[src/rtl/core/two_level_thread_scheduler_assert.svh]
// Assertion macros used by the scheduler RTL.
`ifndef TWO_LEVEL_THREAD_SCHEDULER_ASSERT_SVH
`define TWO_LEVEL_THREAD_SCHEDULER_ASSERT_SVH

`ifndef SYNTHESIS
// Check a property on the rising edge, ignored while reset is high.
`define TLTS_ASSERT_RST(lbl, clk, rst, prop, msg) \
  lbl: assert property (@(posedge clk) disable iff (rst) prop) else $error(msg);
// Check a property on the rising edge, also during reset.
`define TLTS_ASSERT(lbl, clk, prop, msg) \
  lbl: assert property (@(posedge clk) prop) else $error(msg);
`else
`define TLTS_ASSERT_RST(lbl, clk, rst, prop, msg)
`define TLTS_ASSERT(lbl, clk, prop, msg)
`endif

`endif

[src/rtl/core/tlts_pkg.sv]
`default_nettype none
package tlts_pkg;

  localparam int SLOTS_DEFAULT = 16;
  localparam int OUT_SLOT_W = 4;
  localparam logic [7:0] QUANTUM_RESET = 8'd10;

  typedef enum logic [2:0] {
    MODE_TICK   = 3'd0,
    MODE_CREATE = 3'd1,
    MODE_BLOCK  = 3'd2,
    MODE_EXIT   = 3'd3,
    MODE_WAKE   = 3'd4
  } mode_t;

  typedef enum logic [1:0] {
    STATUS_OK         = 2'd0,
    STATUS_FULL       = 2'd1,
    STATUS_DONE       = 2'd2,
    STATUS_EMPTY_WAKE = 2'd3
  } status_t;

  typedef enum logic [3:0] {
    S_IDLE = 4'b0001,
    S_RD   = 4'b0010,
    S_EX   = 4'b0100,
    S_W2   = 4'b1000
  } seq_state_t;

endpackage
`default_nettype wire

[src/rtl/core/tlts_fifo.sv]
`default_nettype none
module tlts_fifo import tlts_pkg::*; #(
  parameter int DEPTH = SLOTS_DEFAULT,
  parameter int DW = 4
) (
  input  wire logic          clk,
  input  wire logic          rst,
  input  wire logic          push,
  input  wire logic [DW-1:0] push_data,
  input  wire logic          pop,
  output logic      [DW-1:0] head_data,
  output logic               empty
);

  localparam int IW = $clog2(DEPTH);
  localparam int CW = $clog2(DEPTH + 1);

  logic [DW-1:0] mem [DEPTH];
  logic [IW-1:0] head;
  logic [CW-1:0] count;
  logic [CW:0]   tail_sum;
  logic [CW:0]   tail_wrap;
  logic [IW-1:0] tail;
  logic          full;
  logic          push_ok;

  // Locate the tail slot modulo the depth
  assign tail_sum  = (CW+1)'(head) + (CW+1)'(count);
  assign tail_wrap = (tail_sum >= (CW+1)'(DEPTH)) ? tail_sum - (CW+1)'(DEPTH) : tail_sum;
  assign tail      = tail_wrap[IW-1:0];
  assign full      = (count == CW'(DEPTH));
  assign empty     = (count == '0);
  assign push_ok   = push && (!full || pop);

  // Write at the tail, read the head every cycle
  always_ff @(posedge clk) begin
    if (push_ok) begin
      mem[tail] <= push_data;
    end
    head_data <= mem[head];
  end

  // Advance head and count
  always_ff @(posedge clk) begin
    if (rst) begin
      head  <= '0;
      count <= '0;
    end else begin
      if (pop) begin
        head <= (head == IW'(DEPTH - 1)) ? '0 : head + 1'b1;
      end
      if (push_ok && !pop) begin
        count <= count + 1'b1;
      end else if (!push_ok && pop) begin
        count <= count - 1'b1;
      end
    end
  end

endmodule
`default_nettype wire

[src/rtl/core/tlts_slot_table.sv]
`default_nettype none
module tlts_slot_table import tlts_pkg::*; #(
  parameter int SLOTS = SLOTS_DEFAULT
) (
  input  wire logic                     clk,
  input  wire logic                     rst,
  input  wire logic [$clog2(SLOTS)-1:0] rd_addr,
  output logic      [7:0]               rd_ticks,
  input  wire logic                     wr_en,
  input  wire logic [$clog2(SLOTS)-1:0] wr_addr,
  input  wire logic [7:0]               wr_data,
  input  wire logic                     alloc_en,
  input  wire logic                     rel_en,
  input  wire logic [$clog2(SLOTS)-1:0] rel_idx,
  output logic                          free_any,
  output logic      [$clog2(SLOTS)-1:0] free_idx
);

  localparam int SW = $clog2(SLOTS);

  logic [7:0]       mem [SLOTS];
  logic [SLOTS-1:0] valid;
  logic [SLOTS-1:0] free_map;
  logic [7:0]       mem_q;
  logic             valid_q;
  logic [SW-1:0]    low_idx;
  logic             low_any;

  // Ticks memory, read registered
  always_ff @(posedge clk) begin
    if (wr_en) begin
      mem[wr_addr] <= wr_data;
    end
    mem_q <= mem[rd_addr];
  end

  always_ff @(posedge clk) begin
    if (rst) begin
      valid   <= '0;
      valid_q <= 1'b0;
    end else begin
      if (wr_en) begin
        valid[wr_addr] <= 1'b1;
      end
      valid_q <= valid[rd_addr];
    end
  end

  // Unwritten entries hold the reset quantum
  assign rd_ticks = valid_q ? mem_q : QUANTUM_RESET;

  // Find the lowest free slot
  always_comb begin
    low_idx = '0;
    low_any = 1'b0;
    for (int i = SLOTS - 1; i >= 0; i--) begin
      if (free_map[i]) begin
        low_idx = SW'(i);
        low_any = 1'b1;
      end
    end
  end

  // Track free slots; slot zero starts in use
  always_ff @(posedge clk) begin
    if (rst) begin
      free_map <= {{(SLOTS-1){1'b1}}, 1'b0};
      free_any <= 1'b0;
      free_idx <= '0;
    end else begin
      if (alloc_en) begin
        free_map[free_idx] <= 1'b0;
      end
      if (rel_en) begin
        free_map[rel_idx] <= 1'b1;
      end
      free_any <= low_any;
      free_idx <= low_idx;
    end
  end

endmodule
`default_nettype wire

[src/rtl/core/two_level_thread_scheduler.sv]
// An event passes through the read and execute states to its result, which is
// registered at the end of execute; an event that rewrites two tick counters does
// the second write in the cycle after execute, while the result already waits.
// Events are handled one at a time: a new event is taken only in the idle state
// and only once the previous result has been taken.
// Reset: slot 0 runs, all other slots free, queues empty, quantum 10.
`default_nettype none
`include "two_level_thread_scheduler_assert.svh"
module two_level_thread_scheduler import tlts_pkg::*; #(
  parameter int THREAD_SLOTS = SLOTS_DEFAULT
) (
  input  wire logic        clk,
  input  wire logic        rst,
  input  wire logic        s_tvalid,
  output logic             s_tready,
  input  wire logic [7:0]  s_tdata,   // [0] priority_req
  input  wire logic [2:0]  s_tuser,   // [2:0] mode
  output logic             m_tvalid,
  input  wire logic        m_tready,
  // [3:0] running_slot, [4] running_idle, [5] switched, [9:6] created_slot,
  // [11:10] status, [12] running_priority
  output logic      [15:0] m_tdata,
  input  wire logic        cfg_we,
  input  wire logic [7:0]  cfg_wdata
);

  localparam int SW = $clog2(THREAD_SLOTS);

  seq_state_t    state;
  mode_t         mode_q;
  logic          pri_q;
  logic [SW-1:0] cur;
  logic          cur_pri;
  logic          idle;
  logic          done;
  logic [7:0]    quantum;
  logic [SW-1:0] w2_addr;

  logic [SW-1:0] cur_next;
  logic          cur_pri_next;
  logic          idle_next;
  logic          done_next;
  logic          w2_need;
  logic          sw;
  logic [SW-1:0] created;
  status_t       status_c;
  logic [15:0]   m_tdata_next;

  logic          h_push, h_pop, h_empty;
  logic          l_push, l_pop, l_empty;
  logic          w_push, w_pop, w_empty;
  logic [SW-1:0] h_din, h_dout, l_din, l_dout;
  logic [SW:0]   w_dout;

  logic          ex_we;
  logic [SW-1:0] ex_addr;
  logic [7:0]    ex_data;
  logic          t_we;
  logic [SW-1:0] t_addr;
  logic [7:0]    t_data;
  logic [7:0]    ticks_rd;
  logic [7:0]    tick_dec;
  logic          alloc_en, rel_en;
  logic          free_any;
  logic [SW-1:0] free_idx;
  logic          accept;

  assign accept   = s_tvalid && s_tready;
  assign s_tready = (state == S_IDLE) && !m_tvalid;
  assign tick_dec = ticks_rd - 8'd1;

  tlts_fifo #(.DEPTH(THREAD_SLOTS), .DW(SW)) u_high (
    .clk, .rst, .push(h_push), .push_data(h_din), .pop(h_pop),
    .head_data(h_dout), .empty(h_empty)
  );

  tlts_fifo #(.DEPTH(THREAD_SLOTS), .DW(SW)) u_low (
    .clk, .rst, .push(l_push), .push_data(l_din), .pop(l_pop),
    .head_data(l_dout), .empty(l_empty)
  );

  // Wait queue entries carry the slot priority on top
  tlts_fifo #(.DEPTH(THREAD_SLOTS), .DW(SW + 1)) u_wait (
    .clk, .rst, .push(w_push), .push_data({cur_pri, cur}), .pop(w_pop),
    .head_data(w_dout), .empty(w_empty)
  );

  tlts_slot_table #(.SLOTS(THREAD_SLOTS)) u_table (
    .clk, .rst, .rd_addr(cur), .rd_ticks(ticks_rd),
    .wr_en(t_we), .wr_addr(t_addr), .wr_data(t_data),
    .alloc_en, .rel_en, .rel_idx(cur), .free_any, .free_idx
  );

  // Ticks write port: first write in execute, deferred write after it
  assign t_we   = ex_we || (state == S_W2);
  assign t_addr = (state == S_W2) ? w2_addr : ex_addr;
  assign t_data = (state == S_W2) ? quantum : ex_data;

  // Execute one event on the values read from the memories
  always_comb begin
    cur_next     = cur;
    cur_pri_next = cur_pri;
    idle_next    = idle;
    done_next    = done;
    w2_need      = 1'b0;
    sw           = 1'b0;
    created      = '0;
    status_c     = STATUS_OK;
    h_push = 1'b0; h_pop = 1'b0; h_din = free_idx;
    l_push = 1'b0; l_pop = 1'b0; l_din = cur;
    w_push = 1'b0; w_pop = 1'b0;
    ex_we = 1'b0; ex_addr = cur; ex_data = quantum;
    alloc_en = 1'b0; rel_en = 1'b0;
    if (state == S_EX && !done) begin
      unique case (mode_q)
        MODE_TICK: begin
          if (idle) begin
            if (!h_empty) begin
              h_pop = 1'b1; cur_next = h_dout; cur_pri_next = 1'b1;
              idle_next = 1'b0; sw = 1'b1;
            end else if (!l_empty) begin
              l_pop = 1'b1; cur_next = l_dout; cur_pri_next = 1'b0;
              idle_next = 1'b0; sw = 1'b1;
            end else if (w_empty) begin
              done_next = 1'b1;
            end
          end else if (!cur_pri) begin
            ex_we = 1'b1;
            if (tick_dec == 8'd0) begin
              if (!l_empty) begin
                l_pop = 1'b1; l_push = 1'b1;
                cur_next = l_dout; sw = 1'b1;
              end
            end else begin
              ex_data = tick_dec;
            end
          end
        end
        MODE_CREATE: begin
          if (!free_any) begin
            status_c = STATUS_FULL;
          end else begin
            alloc_en = 1'b1;
            ex_we = 1'b1; ex_addr = free_idx;
            created = free_idx;
            if (!pri_q) begin
              l_push = 1'b1; l_din = free_idx;
            end else if (idle || !cur_pri) begin
              if (!idle) begin
                w2_need = 1'b1; l_push = 1'b1;
              end
              cur_next = free_idx; cur_pri_next = 1'b1;
              idle_next = 1'b0; sw = 1'b1;
            end else begin
              h_push = 1'b1;
            end
          end
        end
        MODE_BLOCK: begin
          if (!idle) begin
            w_push = 1'b1; sw = 1'b1;
            if (!h_empty) begin
              h_pop = 1'b1; cur_next = h_dout; cur_pri_next = 1'b1;
            end else if (!l_empty) begin
              l_pop = 1'b1; cur_next = l_dout; cur_pri_next = 1'b0;
              ex_we = 1'b1;
            end else begin
              idle_next = 1'b1;
            end
          end
        end
        MODE_EXIT: begin
          if (!idle) begin
            rel_en = 1'b1;
            if (!h_empty) begin
              h_pop = 1'b1; cur_next = h_dout; cur_pri_next = 1'b1; sw = 1'b1;
            end else if (!l_empty) begin
              l_pop = 1'b1; cur_next = l_dout; cur_pri_next = 1'b0; sw = 1'b1;
            end else if (!w_empty) begin
              idle_next = 1'b1; sw = 1'b1;
            end else begin
              done_next = 1'b1; idle_next = 1'b1;
            end
          end
        end
        MODE_WAKE: begin
          if (w_empty) begin
            status_c = STATUS_EMPTY_WAKE;
          end else begin
            w_pop = 1'b1;
            if (!w_dout[SW]) begin
              l_push = 1'b1; l_din = w_dout[SW-1:0];
            end else if (!idle && cur_pri) begin
              h_push = 1'b1; h_din = w_dout[SW-1:0];
            end else begin
              if (!idle) begin
                ex_we = 1'b1; l_push = 1'b1;
              end
              cur_next = w_dout[SW-1:0]; cur_pri_next = 1'b1;
              idle_next = 1'b0; sw = 1'b1;
            end
          end
        end
        default: begin
        end
      endcase
    end
  end

  // Pack the result
  always_comb begin
    if (done_next) begin
      m_tdata_next = {3'b000, 1'b0, STATUS_DONE, 4'b0000, 1'b0, 1'b1, 4'b0000};
    end else begin
      m_tdata_next = {3'b000, (!idle_next && cur_pri_next), status_c,
                      OUT_SLOT_W'(created), sw, idle_next,
                      idle_next ? 4'b0000 : OUT_SLOT_W'(cur_next)};
    end
  end

  // Hold the quantum register
  always_ff @(posedge clk) begin
    if (rst) begin
      quantum <= QUANTUM_RESET;
    end else if (cfg_we) begin
      quantum <= cfg_wdata;
    end
  end

  // Sequence one event: read, execute, optional second write
  always_ff @(posedge clk) begin
    if (rst) begin
      state    <= S_IDLE;
      cur      <= '0;
      cur_pri  <= 1'b0;
      idle     <= 1'b0;
      done     <= 1'b0;
      m_tvalid <= 1'b0;
    end else begin
      if (m_tvalid && m_tready) begin
        m_tvalid <= 1'b0;
      end
      unique case (state)
        S_IDLE: begin
          if (accept) begin
            state <= S_RD;
          end
        end
        S_RD: begin
          state <= S_EX;
        end
        S_EX: begin
          cur      <= cur_next;
          cur_pri  <= cur_pri_next;
          idle     <= idle_next;
          done     <= done_next;
          m_tvalid <= 1'b1;
          state    <= w2_need ? S_W2 : S_IDLE;
        end
        S_W2: begin
          state <= S_IDLE;
        end
        default: begin
          state <= S_IDLE;
        end
      endcase
    end
  end

  // Capture the event and the result payload
  always_ff @(posedge clk) begin
    if (accept) begin
      mode_q <= mode_t'(s_tuser);
      pri_q  <= s_tdata[0];
    end
    if (state == S_EX) begin
      m_tdata <= m_tdata_next;
      w2_addr <= cur;
    end
  end

  `TLTS_ASSERT_RST(a_done_sticks, clk, rst, done |=> done, "finished state left before reset")
  `TLTS_ASSERT_RST(a_result_follows, clk, rst, (state == S_EX) |=> m_tvalid, "event gave no result")
  `TLTS_ASSERT_RST(a_no_overwrite, clk, rst, accept |-> !m_tvalid, "event taken over a pending result")
  `TLTS_ASSERT_RST(a_done_idle, clk, rst, done |-> idle, "finished without the idle flag")

endmodule
`default_nettype wire
[config.mk]
export PLATFORM = sky130hd
export DESIGN_NAME = two_level_thread_scheduler
export DESIGN_NICKNAME = d
export VERILOG_FILES = /design/src/rtl/core/tlts_pkg.sv /design/src/rtl/core/tlts_fifo.sv /design/src/rtl/core/tlts_slot_table.sv /design/src/rtl/core/two_level_thread_scheduler.sv
export VERILOG_INCLUDE_DIRS = /design/src /design/src/rtl/core
export SDC_FILE = /design/constraint.sdc
export NUM_CORES = 1
export LEC_CHECK = 0
export BUFFER_PORTS_ARGS = -buffer_cell sky130_fd_sc_hd__buf_4
export CORE_MARGIN = 2
export CORE_UTILIZATION = 43
export DETAILED_ROUTE_END_ITERATION = 8
export HOLD_SLACK_MARGIN = 0.12
export PLACE_DENSITY = 0.63
export SLEW_MARGIN = 0
export SYNTH_ARGS = -nofsm -noshare
export SYNTH_HDL_FRONTEND = slang
export SYNTH_SLANG_ARGS = --single-unit
[constraint.sdc]
create_clock -name clk -period 5 [get_ports clk]
set_clock_uncertainty 0.1 [all_clocks]
set_input_delay 0.75 -clock clk [delete_from_list [all_inputs] [get_ports clk]]
set_output_delay 0.75 -clock clk [all_outputs]
set_load 0.02 [all_outputs]
==> results by group, run 1 <==
Outcome
  – Outcome: finished, final reports clean

Setup path
  – Critical Path Sink Type: register
  – CP arrival: between 4 and 5 ns
  – Startpoint Class: register
  – Crit-path max FO: 8
  – Critical path class: register to register
  – Worst Path Required: 5.41 ns

Final layout
  – Final #Nets: around 1.4k
  – Final instance area: between 20,000 and 25,000 sq um
  – Multi-input gate area: about 6600 sq um
  – Final std cells w/o fill: slightly below 2k
  – Antenna diodes: 0
  – Area grow syn2layout: 12.7%
  – Register area: 12,800 sq um
  – Layout cell share with drive strength beyond 1: between 10% and 20%
  – Fill count: around 3.9k

Place
  – Placed inst area: between 20,000 and 25,000 sq um
  – Port Buffers: 31
  – Number of cells after detailed placement: roughly 1.9k
  – RePlAce Congestion: approximately 0.92
  – Hpwl dp: between 20,000 and 30,000 um

Synth
  – Yosys top cell area share: a little over half
  – Seq/Total Area, Yosys: between 60% and 70%
  – EDFF count, synth: 357
  – Area leader, netlist: edfxtp_1
  – YS warnings: 0
  – Ys async rst share: 0%
  – Mean Syn Cell Area: 15.2 sq um
  – Ys flop type: edfxtp_1
  – #FFs+latches synth: between 400 and 500
  – Cells after Synth: approximately 1.3k
  – Yosys cell types: 80
  – Mapped cell area: between 15,000 and 20,000 sq um
  – Synth area leaders: edfxtp_1 (54%), mux4_2 (13%), dfxtp_1 (11%)

Clocking
  – CTS Hold Bufs: 0
  – CTS tree: done
  – TritonCTS buffer count: 49
  – H-tree depth: 2
  – Clk_lat worst skew: between 0.5 and 0.6 ns
  – Clk pin slew, worst setup/hold paths: 0.06 ns
  – Post_cts resized: 0
  – CTS sink cnt: around 460
  – Clock Path Buffers: 3
  – Postcts setup bufs: 0
  – Clk Tree Root Cell: clkbuf_16

Floorplanning
  – Die width: roughly 220 um
  – Die H: ~220 um
  – Initial Utilization: between 40% and 50%
  – Num rows: between 70 and 80
  – Top-level I/O count: 42
  – Total core area: roughly 45,000 sq um
  – Die ar.: 47,800 sq um

Drt
  – WL/cell: 21.0 um
  – Vias/cell: 5.59
  – Final ANT Viol Nets: 0
  – Residual DRC count: 0
  – DR vias: about 11k
  – Drt pass-1 iters: 8
  – Starting DRT DRC Count: around 850
  – Post-Route WL: between 40,000 and 50,000 um

STA
  – Relative slew slack: a little under 30%
  – Worst slew pin tran: about 1.1 ns
  – Min cycle time layout: roughly 4.1 ns
  – Final setup viols: 0
  – Slew Viols, Final: 0
  – Fmax: approximately 240 MHz
  – Final Hold Viols: 0
  – RSZ-0062 raised after global routing: no
  – Share of the clock period used by the worst path: between 80% and 90%
  – Hold WS: between 0.2 and 0.3 ns
  – Setup total negative slack: 0 ns

Global routing
  – Largest net degree at the start of global routing: 63
  – First-pass GRT wire length: 65,500 um
  – Gr usage total: between 15 and 20%
  – Initial antenna violation count: 0
  – GR Overflow Total: 0
  – Vias in the first global route: around 11k

Power and ir drop
  – Pwr/cell area: 352 nW/um^2
  – VDD IR-drop max: between 0.0002 and 0.00025 V
  – P_leak: about 7.1 nW

Hold path
  – Hold crit path type: primary input to register

Flow run
  – Max_cap viols: 0
worst max-delay path, cell delays in order (launching register included):
cell and delay [ns]:
dfxtp_1 0.42, nor2b_1 0.21, ha_1 0.32, nor2b_1 0.08
and4_1 0.23, o311ai_2 0.44, nor3_2 0.14, o21ai_2 0.36
ha_1 0.26, inv_1 0.11, fa_1 0.47, a21o_1 0.17
a21oi_1 0.17, xnor2_1 0.09, or3_1 0.31, a21oi_1 0.14
synthesized netlist by cell type, drive strengths merged, types with 5 or more instances:
cell type	n
mux4	110
a21oi	51
dfxtp	106
mux2i	17
buf	18
nor3b	5
or2	7
o31ai	6
and3	6
o21ai	53
o21bai	5
nor3	16
nor2b	7
a31oi	7
xor2	18
fa	6
a21o	12
o2bb2ai	17
a221o	6
edfxtp	357
clkbuf	48
nand3b	11
nand3	27
nand2	72
nor2	139
a22oi	8
ha	26
xnor2	18
inv	17
and2	10
o311ai	5
nand2b	20
or3	7
nor4	7
a211oi	7
area by class of cell:
class                           instances  area share [%]
Clock buffer                           60            5.68
Clock inverter                         32            1.54
Inverter                               18           0.303
Multi-Input combinational cell        756            29.7
Sequential cell                       463            57.6
Tap cell                              600            3.37
Timing Repair Buffer                   55            1.85
where the power goes:
part / leakage, nW / internal, mW / total (mW) / switching (mW)
Combinational: 2.31 / 0.0343 / 0.101 / 0.0671
Clock: 0.777 / 2.13 / 3.62 / 1.49
Sequential: 4.05 / 4.12 / 4.13 / 0.0156
per-layer routing:
metal  wire length, um  track usage, %  share of wire (%)
met5                 0               0                  0
met4              1100            5.42                2.6
met3              1970            3.06                4.7
met2             20000            29.3                 48
met1             18500            24.5                 44
registers in the layout, indices dropped and copies added (netlist names), 5 cells and up:
name / cells
m_tdata: 13
u_low.count: 5
u_table.mem_q: 8
quantum: 8
u_high.mem: 64
u_low.mem: 64
u_wait.head_data: 5
u_table.valid: 16
u_wait.count: 5
u_high.count: 5
u_table.mem: 128
u_wait.mem: 80
u_table.free_map: 16
logic make-up (layout without fill, tap and decap cells):
group | Yosys count | after routing | share of synthesized area [%]
buf+inv | 84 | 165 | 1.71
fa+ha+maj | 32 | 32 | 2.25
flops | 463 | 463 | 64.9
simple gates | 348 | 348 | 8.75
other cells | 1 | 3 | 0.0189
xor+xnor | 36 | 36 | 1.59
compound gates | 206 | 206 | 7.18
mux | 131 | 131 | 13.6
stage by stage:
stage          power (mW)  utilization (%)  setup slack [ns]
2_1_floorplan        4.27                -              1.25
3_3_place_gp         4.31             45.6             0.970
3_5_place_dp         4.32             45.6             0.909
4_1_cts              7.93             49.2             0.889
5_1_grt              8.08             49.2             0.661
6_report             7.86             49.2             0.916
path summary, 6_finish.rpt:
path                    startpoint               end  slack [ns]  depth (start not counted)
setup / recovery   u_table.valid_q    u_low.count[4]        0.92                         15
hold / removal          s_tuser[1]         mode_q[1]        0.27                          1
setup reg to reg   u_table.valid_q    u_low.count[4]        0.92                         15
hold reg to reg   u_table.valid[8]  u_table.valid[8]        0.36                          1
cell usage in the layout (no fill, tap or decap), drive strengths merged, types with 12 or more instances in the layout:
cell,n
a21o,12
a21oi,51
buf,55
clkbuf,60
clkinv,21
dfxtp,106
edfxtp,357
ha,26
inv,20
mux2i,17
mux4,110
nand2,72
nand2b,20
nand3,27
nor2,139
nor3,16
o21ai,53
o2bb2ai,17
xnor2,18
xor2,18
(Power assumes the default switching activity.)
==> run 2: changes to the inputs <==
ABC_AREA = 1   (was not set)
clock period = 4 ns   (was 5 ns; I/O delays follow)
==> results by group, run 2 <==
Power and ir drop
  – Pwr/cell area: 437 nW/um^2 (+24%)
  – Final Power: 9.95 mW (+27%)
  – VDD IR-drop max: 0.000272 V (+16%)
  – P_leak: 8.39 nW (+18%)

Hold path
  – WHS Path Cells: 3 (+2)
  – WHS Endpoint: quantum[2]
  – Hold_sp: cfg_wdata[2]
  – Hold crit path type: primary input to register

Place
  – Hpwl dp: 31,900 um (+14%)
  – RePlAce Congestion: 0.898 (-2.8%)
  – Placed inst area: 20,900 sq um (+1.2%)
  – Port Buffers: 31 (unchanged)
  – Worst slack, placed: 0.137 ns (-0.773 ns)

Synth
  – Yosys top cell area share: 53.6% (-0.54 points)
  – YS warnings: 0 (unchanged)
  – Cells after Synth: 1,835 (+41%)
  – #FFs+latches synth: 463 (unchanged)
  – Ys flop type: edfxtp_1
  – Mean Syn Cell Area: 10.9 sq um (-28%)
  – Area leader, netlist: edfxtp_1
  – Synth area leaders: edfxtp_1 (54%), dfxtp_1 (11%), nor2_1 (5.3%)
  – Ys async rst share: 0% (unchanged)
  – Most common cell in the synthesized netlist: edfxtp_1
  – EDFF count, synth: 357 (unchanged)
  – Most frequent cells after synthesis: edfxtp_1 (357), nor2_1 (281), nand2_1 (222)
  – Yosys cell types: 55 (-31%)
  – Mapped cell area: 20,000 sq um (+1.0%)
  – Seq/Total Area, Yosys: 64.3% (-0.64 points)

Setup path
  – R2R Path Start: u_table.valid_q
  – Critical path class: register to register
  – CP arrival: 4.07 ns (-0.42 ns)
  – Worst path max stage delay: 0.42 ns (-0.05 ns)
  – Worst Path Required: 4.38 ns (-1.03 ns)
  – R2R setup slack: 0.32 ns (-0.60 ns)
  – Crit-path max FO: 6 (-2)
  – Critical Path Sink Type: register
  – FF-to-FF End: u_low.count[4]
  – Reg2Reg Depth: 25 (+10)
  – Most used cell, CP: nand2_1
  – Critical path's slowest cell: fa_2
  – Startpoint Class: register

Floorplanning
  – Die H: 220 um (+0.49%)
  – Die width: 220 um (+0.49%)
  – Total core area: 45,700 sq um (+0.65%)
  – Num rows: 78 (unchanged)
  – Die ar.: 48,200 sq um (+0.98%)
  – Initial Utilization: 43.8% (+0.15 points)
  – Top-level I/O count: 42 (unchanged)

Drt
  – WL/cell: 19.1 um (-9.1%)
  – Final ANT Viol Nets: 0 (unchanged)
  – Post-Route WL: 48,200 um (+16%)
  – Residual DRC count: 0 (unchanged)
  – Starting DRT DRC Count: 1,385 (+64%)
  – DR vias: 13.9k (+25%)
  – Vias/cell: 5.49 (-1.7%)
  – Drt pass-1 iters: 6 (-2)

STA
  – Setup total negative slack: 0 ns (unchanged)
  – Final Hold Viols: 0 (unchanged)
  – Fmax: 271 MHz (+11%)
  – Min cycle time layout: 3.68 ns (-0.400 ns)
  – Relative slew slack: 24.5% (-4.5 points)
  – Share of the clock period used by the worst path: 92.1% (+10 points)
  – Slew Viols, Final: 0 (unchanged)
  – Final setup viols: 0 (unchanged)
  – Slack of the critical path: 0.315 ns (-0.600 ns)
  – Worst slew pin tran: 1.13 ns (+0.0671 ns)

Final layout
  – Layout cell share with drive strength beyond 1: 10.3% (-9.6 points)
  – Largest reg by FF count: u_table.mem
  – Fill count: 4,057 (+4.9%)
  – Multi-input gate area: 6250 sq um (-5.5%)
  – Biggest regs: u_table.mem: 128 flops, u_wait.mem: 80 flops
  – Final #Nets: 1,945 (+39%)
  – Number of flip-flops under the largest register name: 128 (unchanged)
  – Area grow syn2layout: 13.8%
  – Final instance area: 22,700 sq um (+2.0%)
  – Register area: 12,800 sq um (about the same)
  – Commonest non-fill, non-tap cell in the layout: edfxtp_1
  – Antenna diodes: 0 (unchanged)
  – Most frequent cells in the layout: edfxtp_1 (357), nor2_1 (277), nand2_1 (222), inv_1 (162), o21ai_0 (123)

Global routing
  – Largest net degree at the start of global routing: 46 (-27%)
  – Gr usage total: 20.2% (+2.3 points)
  – GR Overflow Total: 0 (unchanged)
  – Vias in the first global route: 13.3k (+18%)
  – First-pass GRT wire length: 74,600 um (+14%)
  – Initial antenna violation count: 0 (unchanged)

Clocking
  – Clock Path Buffers: 3 (unchanged)
  – CTS tree: done
  – H-tree depth: 2 (unchanged)
  – Clk pin slew, worst setup/hold paths: 0.06 ns (about the same)
  – CTS sink cnt: 463 (unchanged)
  – Clk_lat worst skew: 0.60 ns (about the same)
  – Clk Tree Root Cell: clkbuf_16
  – TritonCTS buffer count: 46 (-6.1%)

Outcome
  – Outcome: finished, final reports clean

Flow run
  – Max_cap viols: 0 (unchanged)
-- run 2: changes by cell type after synthesis, sizes merged, moves of 30 or more --
| cell | change |
|---|---|
| nor2 | +160 |
| nand2 | +159 |
| inv | +153 |
| mux4 | -110 |
| o21ai | +79 |
| a22oi | +59 |
| nand3 | +59 |
| a21oi | +34 |
| o32ai | +30 |
-- run 2: critical path, delay by kind of cell (launching register included) --
kind	cells	cell delay, ns
AO/OA/AOI/OAI	3	0.39
AND/OR/NAND/NOR	17	1.80
buffers and inverters	2	0.15
adder cells (fa/ha/maj)	3	0.79
flip-flops	1	0.34
-- run 2: final cells by class --
class / instances / area share, %
clock inverter: 20 / 1.18
tap: 600 / 3.30
sequential: 463 / 56.5
timing repair buffer: 78 / 2.71
clock buffer: 66 / 5.98
multi-input combinational: 1125 / 27.5
inverter: 175 / 2.89
-- run 2: power breakdown --
group	internal (mW)	switching [mW]	leakage [nW]	total (mW)
Combinational	0.0566	0.141	3.45	0.197
Clock	2.71	1.86	0.797	4.57
Sequential	5.16	0.0127	4.15	5.17
-- run 2: timing repair --
item                                    in CTS  in global routing
hold buffers                                12                  0
buffers inserted                             0                  1
endpoints found under the hold margin       12                  0
gates resized for setup                      0                 12
endpoints found under the setup margin       0                  2
-- run 2: worst max path at each step --
stage | start | end | depth (start not counted)
6_report | u_table.valid_q | u_low.count[4] | 25
5_1_grt | u_table.valid_q | u_low.count[4] | 25
4_1_cts | u_table.valid_q | u_low.count[4] | 25
3_5_place_dp | u_table.valid_q | u_low.count[4] | 25
3_3_place_gp | u_table.valid_q | u_low.count[4] | 25
2_1_floorplan | u_table.valid_q | u_low.count[4] | 24
-- run 2: cell families (layout without fill, tap and decap cells) --
| family | Yosys count | after routing | synth area share (%) |
|---|---|---|---|
| buffers and inverters | 249 | 339 | 4.85 |
| adders and majority gates | 32 | 32 | 2.23 |
| muxes | 26 | 26 | 1.30 |
| and+or+nand+nor | 645 | 645 | 13.7 |
| AOI/OAI and AO/OA | 402 | 402 | 12.9 |
| other | 1 | 3 | 0.0188 |
| xor gates and xnor gates | 17 | 17 | 0.745 |
| DFF | 463 | 463 | 64.3 |
-- run 2: per-layer routing --
layer / share of wire, % / GRT usage [%]
met3: 6.8 / 4.02
met2: 45 / 31.7
met5: 0 / 0
met4: 2.6 / 6.49
met1: 45 / 28.2
-- run 2: per-stage QoR --
stage | cells | hold slack (ns) | util, %
floorplan | 1837 | 0.329 | -
global placement | 2428 | 0.337 | 45.8
detailed placement | 2428 | 0.342 | 45.8
CTS | 2526 | 0.134 | 49.7
global route | 2527 | 0.163 | 49.8
finish | 2527 | 0.160 | 49.8
